`src/rtl/wpd_pkg.sv`:
```
// Package for the whitened packet deframer: types, register codes, PN9 table and CRC helper.
package wpd_pkg;

  localparam int unsigned SyncBitsDefault = 32;
  localparam int unsigned WhitenTableDepth = 256;
  localparam int unsigned CfgAddrW = 2;
  localparam int unsigned CfgDataW = 32;
  localparam int unsigned OutDataW = 32;

  localparam logic [31:0] SyncWordRst = 32'hd391_d391;
  localparam logic [15:0] CrcPolyRst = 16'h8005;
  localparam logic [15:0] CrcInitRst = 16'hffff;
  localparam logic        WhitenEnRst = 1'b1;

  typedef enum logic [CfgAddrW-1:0] {
    CFG_SYNC_WORD = 2'd0,
    CFG_CRC_POLY  = 2'd1,
    CFG_CRC_INIT  = 2'd2,
    CFG_WHITEN_EN = 2'd3
  } cfg_addr_e;

  typedef enum logic [4:0] {
    PH_HUNT    = 5'b00001,
    PH_LEN     = 5'b00010,
    PH_PAYLOAD = 5'b00100,
    PH_CRC     = 5'b01000,
    PH_DONE    = 5'b10000
  } phase_e;

  typedef enum logic [1:0] {
    ST_OK        = 2'd0,
    ST_CRC_ERR   = 2'd1,
    ST_TRUNCATED = 2'd2
  } status_e;

  typedef struct packed {
    logic       kind_res;
    logic [7:0] data_byte;
    logic [7:0] byte_index;
    logic [7:0] frame_length;
    logic [1:0] status;
    logic       last;
  } result_t;

  localparam logic [7:0] PN9_ROM [WhitenTableDepth] = '{
    8'hff, 8'he1, 8'h1d, 8'h9a, 8'hed, 8'h85, 8'h33, 8'h24,
    8'hea, 8'h7a, 8'hd2, 8'h39, 8'h70, 8'h97, 8'h57, 8'h0a,
    8'h54, 8'h7d, 8'h2d, 8'hd8, 8'h6d, 8'h0d, 8'hba, 8'h8f,
    8'h67, 8'h59, 8'hc7, 8'ha2, 8'hbf, 8'h34, 8'hca, 8'h18,
    8'h30, 8'h53, 8'h93, 8'hdf, 8'h92, 8'hec, 8'ha7, 8'h15,
    8'h8a, 8'hdc, 8'hf4, 8'h86, 8'h55, 8'h4e, 8'h18, 8'h21,
    8'h40, 8'hc4, 8'hc4, 8'hd5, 8'hc6, 8'h91, 8'h8a, 8'hcd,
    8'he7, 8'hd1, 8'h4e, 8'h09, 8'h32, 8'h17, 8'hdf, 8'h83,
    8'hff, 8'hf0, 8'h0e, 8'hcd, 8'hf6, 8'hc2, 8'h19, 8'h12,
    8'h75, 8'h3d, 8'he9, 8'h1c, 8'hb8, 8'hcb, 8'h2b, 8'h05,
    8'haa, 8'hbe, 8'h16, 8'hec, 8'hb6, 8'h06, 8'hdd, 8'hc7,
    8'hb3, 8'hac, 8'h63, 8'hd1, 8'h5f, 8'h1a, 8'h65, 8'h0c,
    8'h98, 8'ha9, 8'hc9, 8'h6f, 8'h49, 8'hf6, 8'hd3, 8'h0a,
    8'h45, 8'h6e, 8'h7a, 8'hc3, 8'h2a, 8'h27, 8'h8c, 8'h10,
    8'h20, 8'h62, 8'he2, 8'h6a, 8'he3, 8'h48, 8'hc5, 8'he6,
    8'hf3, 8'h68, 8'ha7, 8'h04, 8'h99, 8'h8b, 8'hef, 8'hc1,
    8'h7f, 8'h78, 8'h87, 8'h66, 8'h7b, 8'he1, 8'h0c, 8'h89,
    8'hba, 8'h9e, 8'h74, 8'h0e, 8'hdc, 8'he5, 8'h95, 8'h02,
    8'h55, 8'h5f, 8'h0b, 8'h76, 8'h5b, 8'h83, 8'hee, 8'he3,
    8'h59, 8'hd6, 8'hb1, 8'he8, 8'h2f, 8'h8d, 8'h32, 8'h06,
    8'hcc, 8'hd4, 8'he4, 8'hb7, 8'h24, 8'hfb, 8'h69, 8'h85,
    8'h22, 8'h37, 8'hbd, 8'h61, 8'h95, 8'h13, 8'h46, 8'h08,
    8'h10, 8'h31, 8'h71, 8'hb5, 8'h71, 8'ha4, 8'h62, 8'hf3,
    8'h79, 8'hb4, 8'h53, 8'h82, 8'hcc, 8'hc5, 8'hf7, 8'he0,
    8'h3f, 8'hbc, 8'h43, 8'hb3, 8'hbd, 8'h70, 8'h86, 8'h44,
    8'h5d, 8'h4f, 8'h3a, 8'h07, 8'hee, 8'hf2, 8'h4a, 8'h81,
    8'haa, 8'haf, 8'h05, 8'hbb, 8'had, 8'h41, 8'hf7, 8'hf1,
    8'h2c, 8'heb, 8'h58, 8'hf4, 8'h97, 8'h46, 8'h19, 8'h03,
    8'h66, 8'h6a, 8'hf2, 8'h5b, 8'h92, 8'hfd, 8'hb4, 8'h42,
    8'h91, 8'h9b, 8'hde, 8'hb0, 8'hca, 8'h09, 8'h23, 8'h04,
    8'h88, 8'h98, 8'hb8, 8'hda, 8'h38, 8'h52, 8'hb1, 8'hf9,
    8'h3c, 8'hda, 8'h29, 8'h41, 8'he6, 8'he2, 8'h7b, 8'hf0
  };

  // MSB-first CRC16 over one byte
  function automatic logic [15:0] crc16_byte(input logic [15:0] crc_in,
                                             input logic [7:0]  data,
                                             input logic [15:0] poly);
    logic [15:0] crc;
    logic        fb;
    crc = crc_in;
    for (int i = 7; i >= 0; i--) begin
      fb  = crc[15] ^ data[i];
      crc = {crc[14:0], 1'b0} ^ (fb ? poly : 16'h0000);
    end
    return crc;
  endfunction

endpackage

```
`src/rtl/whitened_packet_deframer_crc16_unit.sv`:
```
// Top level: sync hunt, PN9 de-whitening and CRC16 check of framed bit stream.
//
// Input stream (s_axis_*): one transaction per received symbol. tuser = 1 marks the end
// of a row, tuser = 0 carries a data bit in tdata[0]. After the sync word is found the
// block reads a length byte, that many whitened payload bytes and a big-endian CRC16.
// Output stream (m_axis_*): one transaction per payload byte (tuser = 0) and one
// status transaction per frame (tuser = 1, tlast = 1): ok, CRC mismatch or truncated.
// Throughput: one input transaction per clock while s_axis_tready is high. A result
// appears on m_axis in the cycle after the input transaction that completes it; the
// frame state and output register are the only stages; CRC byte update is combinational.
// When the receiver stalls, the output register holds its result and s_axis_tready
// drops only while that register is full and not being taken.
// Reset clears the frame state to sync hunting with an empty window, loads the register
// defaults and empties the output register. Config writes take effect on the next bit.
module whitened_packet_deframer_crc16_unit #(
  parameter int unsigned SYNC_BITS = wpd_pkg::SyncBitsDefault
) (
  input  logic                          clk_i,
  input  logic                          rst_ni,
  input  logic                          s_axis_tvalid,
  output logic                          s_axis_tready,
  input  logic [7:0]                    s_axis_tdata,   // [0] bit_req
  input  logic                          s_axis_tuser,   // [0] kind
  output logic                          m_axis_tvalid,
  input  logic                          m_axis_tready,
  // [7:0] data_byte, [15:8] byte_index, [23:16] frame_length, [25:24] status
  output logic [wpd_pkg::OutDataW-1:0]  m_axis_tdata,
  output logic                          m_axis_tuser,   // [0] kind_res
  output logic                          m_axis_tlast,
  input  logic                          cfg_we_i,
  input  logic [wpd_pkg::CfgAddrW-1:0]  cfg_addr_i,
  input  logic [wpd_pkg::CfgDataW-1:0]  cfg_data_i
);
  import wpd_pkg::*;

  localparam int unsigned FillW = $clog2(SYNC_BITS + 1);

  logic [31:0]          sync_word_q;
  logic [15:0]          crc_poly_q, crc_init_q;
  logic                 whiten_en_q;

  logic [SYNC_BITS-1:0] sync_shift_q, sync_shift_d;
  logic [FillW-1:0]     sync_fill_q, sync_fill_d;
  phase_e               phase_q, phase_d;
  logic [2:0]           bit_cnt_q, bit_cnt_d;
  logic [7:0]           byte_asm_q, byte_asm_d;
  logic [7:0]           pay_len_q, pay_len_d;
  logic [7:0]           byte_cnt_q, byte_cnt_d;
  logic [15:0]          crc_q, crc_d;
  logic [15:0]          rx_crc_q, rx_crc_d;

  logic                 out_valid_q, out_valid_d;
  result_t              out_q;
  result_t              res;
  logic                 res_valid;

  logic                 accept;
  logic                 in_bit;
  logic [7:0]           asm_nxt;
  logic [7:0]           pay_byte;

  assign s_axis_tready = !out_valid_q || m_axis_tready;
  assign accept        = s_axis_tvalid && s_axis_tready;
  assign in_bit        = s_axis_tdata[0];
  assign asm_nxt       = {byte_asm_q[6:0], in_bit};
  assign pay_byte      = whiten_en_q ? (asm_nxt ^ PN9_ROM[byte_cnt_q]) : asm_nxt;

  always_comb begin
    sync_shift_d = sync_shift_q;
    sync_fill_d  = sync_fill_q;
    phase_d      = phase_q;
    bit_cnt_d    = bit_cnt_q;
    byte_asm_d   = byte_asm_q;
    pay_len_d    = pay_len_q;
    byte_cnt_d   = byte_cnt_q;
    crc_d        = crc_q;
    rx_crc_d     = rx_crc_q;
    res_valid    = 1'b0;
    res          = '0;

    if (s_axis_tuser) begin
      if (phase_q == PH_LEN || phase_q == PH_PAYLOAD || phase_q == PH_CRC) begin
        res_valid        = 1'b1;
        res.kind_res     = 1'b1;
        res.frame_length = (phase_q == PH_LEN) ? 8'd0 : pay_len_q;
        res.status       = ST_TRUNCATED;
        res.last         = 1'b1;
      end
      phase_d      = PH_HUNT;
      sync_shift_d = '0;
      sync_fill_d  = '0;
      bit_cnt_d    = '0;
      byte_asm_d   = '0;
      byte_cnt_d   = '0;
    end else begin
      case (phase_q)
        PH_HUNT: begin
          sync_shift_d = {sync_shift_q[SYNC_BITS-2:0], in_bit};
          if (sync_fill_q < FillW'(SYNC_BITS)) sync_fill_d = sync_fill_q + 1'b1;
          if (sync_fill_q >= FillW'(SYNC_BITS - 1) &&
              sync_shift_d == sync_word_q[SYNC_BITS-1:0]) begin
            phase_d    = PH_LEN;
            bit_cnt_d  = '0;
            byte_asm_d = '0;
            byte_cnt_d = '0;
            pay_len_d  = '0;
            crc_d      = crc_init_q;
            rx_crc_d   = '0;
          end
        end
        PH_CRC: begin
          rx_crc_d  = {rx_crc_q[14:0], in_bit};
          bit_cnt_d = bit_cnt_q + 1'b1;
          if (bit_cnt_q == 3'd7) begin
            byte_cnt_d = byte_cnt_q + 1'b1;
            if (byte_cnt_q != 8'd0) begin
              phase_d          = PH_DONE;
              res_valid        = 1'b1;
              res.kind_res     = 1'b1;
              res.frame_length = pay_len_q;
              res.status       = (rx_crc_d == crc_q) ? ST_OK : ST_CRC_ERR;
              res.last         = 1'b1;
            end
          end
        end
        PH_LEN, PH_PAYLOAD: begin
          byte_asm_d = asm_nxt;
          bit_cnt_d  = bit_cnt_q + 1'b1;
          if (bit_cnt_q == 3'd7) begin
            byte_asm_d = '0;
            if (phase_q == PH_LEN) begin
              pay_len_d  = asm_nxt;
              crc_d      = crc16_byte(crc_q, asm_nxt, crc_poly_q);
              byte_cnt_d = '0;
              phase_d    = (asm_nxt == 8'd0) ? PH_CRC : PH_PAYLOAD;
            end else begin
              crc_d            = crc16_byte(crc_q, pay_byte, crc_poly_q);
              res_valid        = 1'b1;
              res.data_byte    = pay_byte;
              res.byte_index   = byte_cnt_q;
              res.frame_length = pay_len_q;
              byte_cnt_d       = byte_cnt_q + 1'b1;
              if (byte_cnt_d >= pay_len_q) begin
                phase_d    = PH_CRC;
                byte_cnt_d = '0;
                rx_crc_d   = '0;
              end
            end
          end
        end
        default: ;
      endcase
    end
  end

  always_comb begin
    out_valid_d = out_valid_q;
    if (accept) begin
      out_valid_d = res_valid;
    end else if (m_axis_tready) begin
      out_valid_d = 1'b0;
    end
  end

  always_ff @(posedge clk_i or negedge rst_ni) begin
    if (!rst_ni) begin
      sync_word_q <= SyncWordRst;
      crc_poly_q  <= CrcPolyRst;
      crc_init_q  <= CrcInitRst;
      whiten_en_q <= WhitenEnRst;
    end else if (cfg_we_i) begin
      case (cfg_addr_i)
        CFG_SYNC_WORD: sync_word_q <= cfg_data_i[31:0];
        CFG_CRC_POLY:  crc_poly_q  <= cfg_data_i[15:0];
        CFG_CRC_INIT:  crc_init_q  <= cfg_data_i[15:0];
        CFG_WHITEN_EN: whiten_en_q <= cfg_data_i[0];
        default: ;
      endcase
    end
  end

  always_ff @(posedge clk_i or negedge rst_ni) begin
    if (!rst_ni) begin
      sync_shift_q <= '0;
      sync_fill_q  <= '0;
      phase_q      <= PH_HUNT;
      bit_cnt_q    <= '0;
      byte_asm_q   <= '0;
      pay_len_q    <= '0;
      byte_cnt_q   <= '0;
      crc_q        <= CrcInitRst;
      rx_crc_q     <= '0;
    end else if (accept) begin
      sync_shift_q <= sync_shift_d;
      sync_fill_q  <= sync_fill_d;
      phase_q      <= phase_d;
      bit_cnt_q    <= bit_cnt_d;
      byte_asm_q   <= byte_asm_d;
      pay_len_q    <= pay_len_d;
      byte_cnt_q   <= byte_cnt_d;
      crc_q        <= crc_d;
      rx_crc_q     <= rx_crc_d;
    end
  end

  always_ff @(posedge clk_i or negedge rst_ni) begin
    if (!rst_ni) begin
      out_valid_q <= 1'b0;
    end else begin
      out_valid_q <= out_valid_d;
    end
  end

  always_ff @(posedge clk_i) begin
    if (accept && res_valid) begin
      out_q <= res;
    end
  end

  assign m_axis_tvalid = out_valid_q;
  assign m_axis_tdata  = {6'd0, out_q.status, out_q.frame_length,
                          out_q.byte_index, out_q.data_byte};
  assign m_axis_tuser  = out_q.kind_res;
  assign m_axis_tlast  = out_q.last;

endmodule

```
`config.mk`:
```
export PLATFORM = sky130hd
export DESIGN_NAME = whitened_packet_deframer_crc16_unit
export DESIGN_NICKNAME = d
export VERILOG_FILES = /design/src/rtl/wpd_pkg.sv /design/src/rtl/whitened_packet_deframer_crc16_unit.sv
export SDC_FILE = /design/constraint.sdc
export NUM_CORES = 1
export LEC_CHECK = 0
export BUFFER_PORTS_ARGS = -buffer_cell sky130_fd_sc_hd__buf_2
export CAP_MARGIN = 20
export CORE_MARGIN = 2
export CORE_UTILIZATION = 30
export CTS_BUF_LIST = sky130_fd_sc_hd__clkbuf_4
export DETAILED_ROUTE_END_ITERATION = 10
export PLACE_DENSITY = 0.42
export SKIP_CTS_REPAIR_TIMING = 1
export SLEW_MARGIN = 20
export SYNTH_ARGS = -nofsm -noshare
export SYNTH_HDL_FRONTEND = slang
export SYNTH_SLANG_ARGS = --single-unit
```
`constraint.sdc`:
```
create_clock -name clk_i -period 14.8 [get_ports clk_i]
set_input_delay 1.48 -clock clk_i [delete_from_list [all_inputs] [get_ports clk_i]]
set_output_delay 1.48 -clock clk_i [all_outputs]
set_load 0.005 [all_outputs]
```
==> results of run 1 <==
-- cell usage in the layout (no fill, tap or decap), types with 9 or more instances in the layout --
| master | count |
|---|---|
| o21ai_1 | 10 |
| and3_1 | 9 |
| nor4_1 | 19 |
| nor2b_1 | 18 |
| mux2_2 | 68 |
| nand2b_1 | 29 |
| a31oi_1 | 18 |
| a211oi_1 | 19 |
| and2_1 | 10 |
| nand4_1 | 17 |
| a22oi_1 | 9 |
| nor2_1 | 91 |
| nor3_1 | 24 |
| xnor2_1 | 241 |
| clkbuf_4 | 17 |
| inv_1 | 27 |
| dfrtp_1 | 111 |
| dfstp_2 | 53 |
| a21oi_1 | 39 |
| o211ai_1 | 13 |
| xor2_1 | 54 |
| nand2_1 | 287 |
| buf_2 | 69 |
| ha_1 | 25 |
| o21ai_0 | 53 |
| a221o_1 | 12 |
| a22o_1 | 53 |
| edfxtp_1 | 27 |
| nand3_1 | 27 |
| buf_4 | 30 |
| a211o_1 | 11 |
-- worst max-delay path: cells and delay by family, from the launching register on --
kind	cells	cell delay [ps]
buffers and inverters	2	580
adders and majority gates	1	510
and+or+nand+nor	4	1550
AOI/OAI and AO/OA	8	2680
muxes	1	550
xor gates and xnor gates	3	740
DFF	1	420
-- layer usage --
| metal | wire [um] | part of all wire, % | global-route usage [%] |
|---|---|---|---|
| met5 | 0 | 0 | 0 |
| met4 | 757 | 1.7 | 4.491 |
| met3 | 1856 | 4.1 | 2.336 |
| met2 | 21060 | 47 | 28.27 |
| met1 | 21460 | 48 | 25.43 |
-- worst min-delay path by stage --
stage / end / slack (ps) / cells after the start
2_1_floorplan: pay_len_q[1]$_DFFE_PN0P_ / 450 / 2
3_3_place_gp: bit_cnt_q[2]$_DFFE_PN0P_ / 470 / 2
3_5_place_dp: pay_len_q[4]$_DFFE_PN0P_ / 480 / 2
4_1_cts: pay_len_q[4]$_DFFE_PN0P_ / 510 / 2
5_1_grt: pay_len_q[3]$_DFFE_PN0P_ / 560 / 2
6_report: pay_len_q[4]$_DFFE_PN0P_ / 500 / 2
-- per-stage QoR --
| step | utilization (%) | setup WS, ps | instance area (um2) | hold slack, ps |
|---|---|---|---|---|
| global route | 32.85 | 7268 | 16110 | 559.6 |
| detailed placement | 32.19 | 7783 | 15790 | 475.6 |
| floorplan | - | 8902 | 14980 | 449.8 |
| global placement | 32.18 | 7687 | 15780 | 467.9 |
| finish | 32.85 | 7657 | 16110 | 502.3 |
| CTS | 32.83 | 7712 | 16100 | 513.7 |
-- sequential cells by signal (all words and copies together), names as in the netlist, 5 cells and up --
register,cells
crc_q,16
rx_crc_q,15
phase_q,5
pay_len_q,8
sync_word_q,32
sync_shift_q,31
m_axis_tdata,26
crc_poly_q,16
crc_init_q,16
byte_asm_q,7
byte_cnt_q,8
sync_fill_q,6
-- area by class of cell --
cell class                 count  area [um2]
clock buffer                  17       127.6
tap                          664       830.8
fill                        5222       32940
clock inverter                15       185.2
antenna                        1       2.502
inverter                      32       120.1
multi-input combinational   1322        9254
timing repair buffer         100       584.3
sequential                   192        5007
-- cells by family after synthesis --
logic type	synth area share, %
mux	6.255
xor+xnor	18.49
buf+inv	4.967
other cells	0.02506
fa+ha+maj	2.091
simple gates	17.41
flops	33.46
compound gates	17.30
==> impl_metrics.csv, run 1 <==
group,metric,value,unit
outcome,status,"finished, final reports clean",
setup_path,critical_path.cell_chain,"inv_1, ha_1, mux4_2, a211oi_2, a21oi_1, a211o_1, a21oi_2, nor2_1, xnor3_1, a32o_1, or3_1, and2_1, o311ai_4, xor2_2, buf_4, and3_1, o21ai_0, xnor2_1, a221o_1",
clock_tree,htreeDepth,4,
global_route,grt_pass1_vias,11925,
setup_path,r2r-end,"crc_q[9]$_DFFE_PN1P_",
setup_path,reg2reg_slack,7660,ps
synthesis,ys_seq_area_share,33.46,%
setup_path,cp-startpoint,"byte_cnt_q[0]$_DFFE_PN0P_",
global_route,overflow,0,
clock_tree,clk_latency,650,ps
synthesis,syn-instance-count,1681,
clock_tree,path_clk_slew,200,ps
floorplan,die_h,227.3,um
flow_run,cap_violations,0,
synthesis,synthTopCellsByArea,"dfrtp_1 19%, xnor2_1 14%, dfstp_2 9.3%, nand2_1 7.2%, edfxtp_1 5.4%",
routing,ant_nets,0,
layout,final_cells,2343,
routing,wl,45.13,mm
setup_path,arrival,7720,ps
setup_path,cp_max_fo,21,
clock_tree,cts_tree,"done",
global_route,grt_pass1_wl,71.04,mm
sta,fin_crit_sh,48.26,%
sta,tightest_slew,1040,ps
clock_tree,clockBufferDepth,2,
floorplan,die_area,0.05167,mm2
min_path,hold_path_class,"flop to flop",
synthesis,synth_ff_type,"dfrtp_1",
global_route,grt_antenna_before_repair,1,
placement,gp_congestion,0.8392,
routing,route.detailed.drc,0,
synthesis,ys_ff_latch,192,
routing,wl_per_cell,19.26,um
floorplan,io_pins,84,
synthesis,synth_top_cell_by_area,"dfrtp_1",
floorplan,initial_utilization,30.50,%
synthesis,synth.distinct_cells,99,
min_path,hold_start,"pay_len_q[4]$_DFFE_PN0P_",
setup_path,worstPathRequired,15370,ps
routing,via_per_inst,5.177,
setup_path,cp-start-kind,"flop",
routing,vias,12130,
placement,placed_cells,2310,
sta,rsz0062_at_grt,"no",
sta,hold_violations,0,
clock_tree,cts_made_buffers,17,
sta,timing.fmax,140.0,MHz
sta,setup_viol,0,
sta,clock_skew,35.91,ps
synthesis,synth_area_per_cell,8.901,um2
synthesis,yosysMostFrequentCell,"nand2_1",
floorplan,std_cell_rows,81,
routing,first_pass_iters,5,
setup_path,slowest_stage,"and3_1",
floorplan,die_w,227.3,um
setup_path,reg2reg_from,"byte_cnt_q[0]$_DFFE_PN0P_",
synthesis,ys_warn_count,0,
sta,min_period,7143,ps
layout,finalNetCount,1738,
clock_tree,root_buffer,"clkbuf_4",
layout,final_layout_size_suffix_gt1_share,17.88,%
sta,slew_violations,0,
setup_path,r2r_cells,19,
synthesis,synth_top_area_share,18.73,%
placement,io_buffers,70,
floorplan,coreArea,0.04905,mm2
global_route,grt_max_degree,104,
clock_tree,clock-sinks,192,
sta,slew_headroom,30.05,%
global_route,track_usage,17.79,%
placement,dpl.hpwl,31.74,mm
synthesis,syn_area,0.01496,mm2
setup_path,critPathCapture,"crc_q[9]$_DFFE_PN1P_",
synthesis,synth_edf_count,27,
synthesis,async_flop_share,85.94,%
setup_path,critPathMaxStageDelay,700,ps
synthesis,synth_commonest_cells,"287 x nand2_1, 241 x xnor2_1, 112 x dfrtp_1",
setup_path,end_kind,"flop",
layout,area_growth,7.685,%
routing,detail_route.iter0.violations,812,
setup_path,path_class,"flop to flop",
sta,fin_setup_tns,0,ps
Power of run 1 is left out: the tool's default activity adds up to more than one toggle a clock period on the data nets, which glitch-free logic cannot reach.
==> run 2, diff against run 1 <==
- ABC_AREA: unset -> 1
- clock period: 14.8 -> 7.2 ns (I/O delays scaled with it)
==> run 2 against run 1 <==
First-iteration DRC count fell by 4.8%. Worst setup slack got worse by 6500 ps. Sequential share of layout area is 0.058 points higher. Area after synthesis hardly changed. Sequential cell count is the same. Critical path depth is 9 higher. Core utilization shrank 0.069 points. Synthesized cell count grew 24%. Fmax up 18%. Worst hold slack got worse by 410 ps. Critical endpoint unchanged.
==> impl_metrics.csv, run 2 <==
group,metric,value,unit
outcome,status,"finished, final reports clean",
power,pwr-share-comb,69.7,%
setup_path,path_class,"flop to flop",
global_route,grt_antenna_before_repair,2,
clock_tree,root_buffer,"clkbuf_4",
routing,wl,45.23,mm
power,p_clk_share,9.0,%
routing,wl_per_cell,16.27,um
setup_path,critPathBufInv,4,
power,p_per_area,454.9,mW/mm2
layout,regMostFlops,"sync_word_q",
layout,final_cell_mix,"516 x nand2_1, 250 x nor2_1, 201 x inv_1",
synthesis,ys_seq_area_share,33.48,%
synthesis,ys_ff_latch,192,
placement,io_buffers,70,
clock_tree,path_clk_slew,170,ps
sta,setup_viol,0,
synthesis,synth_edf_count,27,
placement,postPlaceCellArea,0.01573,mm2
floorplan,initial_utilization,30.48,%
synthesis,yosysMostFrequentCell,"nand2_1",
global_route,grt_pass1_wl,72.12,mm
layout,finalNetCount,2173,
layout,area_growth,7.531,%
floorplan,coreArea,0.04905,mm2
global_route,track_usage,18.16,%
power,ir_worst_vdd,0.1808,mV
min_path,hold_path_class,"primary input to async pin",
power,leakage,0.007399,uW
synthesis,synth_area_per_cell,7.147,um2
power,total_power,7314,uW
floorplan,die_area,0.05164,mm2
placement,gp_congestion,0.8855,
sta,hold_violations,0,
setup_path,cpMostUsedCell,"nand2_1",
placement,place_ws,1199,ps
sta,fin_crit_sh,84.20,%
synthesis,synth_top_area_share,18.74,%
global_route,grt_pass1_vias,12696,
clock_tree,clock-sinks,192,
global_route,grt_max_degree,100,
placement,dpl.hpwl,32.70,mm
floorplan,die_w,227.2,um
layout,multi_input_area,0.008543,mm2
synthesis,synth.distinct_cells,58,
layout,design_area,0.01608,mm2
routing,first_pass_iters,7,
layout,largest_reg_flops,32,
sta,rsz0062_at_grt,"no",
synthesis,synth_commonest_cells,"517 x nand2_1, 251 x nor2_1, 201 x inv_1",
layout,ff_latch_area,0.005006,mm2
routing,via_per_inst,4.737,
power,switching_share,54.05,%
synthesis,synth_top_cell_by_area,"dfrtp_1",
clock_tree,htreeDepth,4,
setup_path,critPathMaxStageDelay,700,ps
setup_path,cp_max_fo,19,
setup_path,arrival,6720,ps
synthesis,syn_area,0.01495,mm2
sta,setup_ws,1137,ps
synthesis,syn-instance-count,2092,
clock_tree,cts_made_buffers,17,
setup_path,path_delay_family,"simple AND/OR/NAND/NOR gates",
global_route,overflow,0,
sta,min_period,6063,ps
routing,route.detailed.drc,0,
clock_tree,cts_tree,"done",
layout,fin_util,32.78,%
power,seqPwrFrac,21.3,%
layout,mostFrequentLayoutCell,"nand2_1",
synthesis,async_flop_share,85.94,%
synthesis,ys_warn_count,0,
sta,slew_headroom,33.85,%
flow_run,cap_violations,0,
setup_path,worstPathRequired,7850,ps
routing,vias,13168,
clock_tree,clockBufferDepth,2,
sta,tightest_slew,991.2,ps
floorplan,std_cell_rows,81,
setup_path,slowest_stage,"o21bai_2",
power,internal_power,3361,uW
floorplan,io_pins,84,
setup_path,cp-start-kind,"flop",
synthesis,synthTopCellsByArea,"dfrtp_1 19%, nand2_1 13%, dfstp_2 9.3%, xor2_1 7.6%, nor2_1 6.3%",
power,p_sw,3953,uW
sta,slew_violations,0,
sta,clock_skew,34.36,ps
setup_path,end_kind,"flop",
routing,detail_route.iter0.violations,773,
layout,final_layout_size_suffix_gt1_share,13.39,%
sta,fin_setup_tns,0,ps
clock_tree,clk_latency,730,ps
routing,ant_nets,0,
synthesis,synth_ff_type,"dfrtp_1",
layout,fillers,5360,
sta,timing.fmax,164.9,MHz
floorplan,die_h,227.2,um
[run 2: worst paths after layout]
kind,cells after the start,slack [ps],end,startpoint
hold / removal,1,90,sync_word_q[5]$_DFFE_PN0P_,rst_ni
setup reg to reg,28,1140,crc_q[9]$_DFFE_PN1P_,crc_q[15]$_DFFE_PN1P_
min in group clk_i,2,200,sync_word_q[26]$_DFFE_PN0P_,cfg_data_i[26]
max in group asynchronous,2,5630,crc_poly_q[13]$_DFFE_PN0P_,rst_ni
hold reg to reg,2,500,crc_q[3]$_DFFE_PN1P_,crc_q[3]$_DFFE_PN1P_
setup / recovery,28,1140,crc_q[9]$_DFFE_PN1P_,crc_q[15]$_DFFE_PN1P_
[run 2: logic make-up (layout without fill, tap and decap cells)]
family,after synthesis,after routing,synth area share (%)
AO/OA/AOI/OAI,216,216,8.444
buffers and inverters,337,353,9.640
flip-flops,192,192,33.48
XOR/XNOR,227,227,13.62
other,1,9,0.02508
AND/OR/NAND/NOR,1079,1079,31.56
adder cells (fa/ha/maj),25,25,2.092
multiplexers,15,15,1.130
[run 2: cell type report]
| cell class | instances | share of cell area, % |
|---|---|---|
| timing repair buffer | 88 | 3.183 |
| sequential | 192 | 31.14 |
| tap | 664 | 5.167 |
| clock inverter | 14 | 1.051 |
| antenna | 3 | 0.04669 |
| clock buffer | 18 | 0.8405 |
| multi-input combinational | 1568 | 53.14 |
| inverter | 233 | 5.440 |
[run 2: per-stage QoR]
stage          std cells  hold slack (ps)
6_report            2780            92.76
5_1_grt             2780            99.41
2_1_floorplan       2097            424.4
3_5_place_dp        2744            478.2
4_1_cts             2776            46.42
3_3_place_gp        2744            473.5
[run 2: power by group through the flow]
| stage | clock, uW | sequential (uW) | combinational (uW) |
|---|---|---|---|
| 2_1_floorplan | 0 | 1480 | 4100 |
| 3_3_place_gp | 0 | 1580 | 5020 |
| 3_5_place_dp | 0 | 1580 | 5080 |
| 4_1_cts | 692 | 1560 | 5110 |
| 5_1_grt | 728 | 1590 | 5670 |
| 6_report | 658 | 1560 | 5100 |
[run 2: layer usage]
| metal | GRT usage (%) | share of wire, % |
|---|---|---|
| met3 | 2.646 | 4.0 |
| met4 | 5.166 | 1.9 |
| met1 | 26.22 | 50 |
| met5 | 0 | 0 |
| met2 | 28.08 | 44 |
Note: power is estimated with default switching activity, not from simulation.
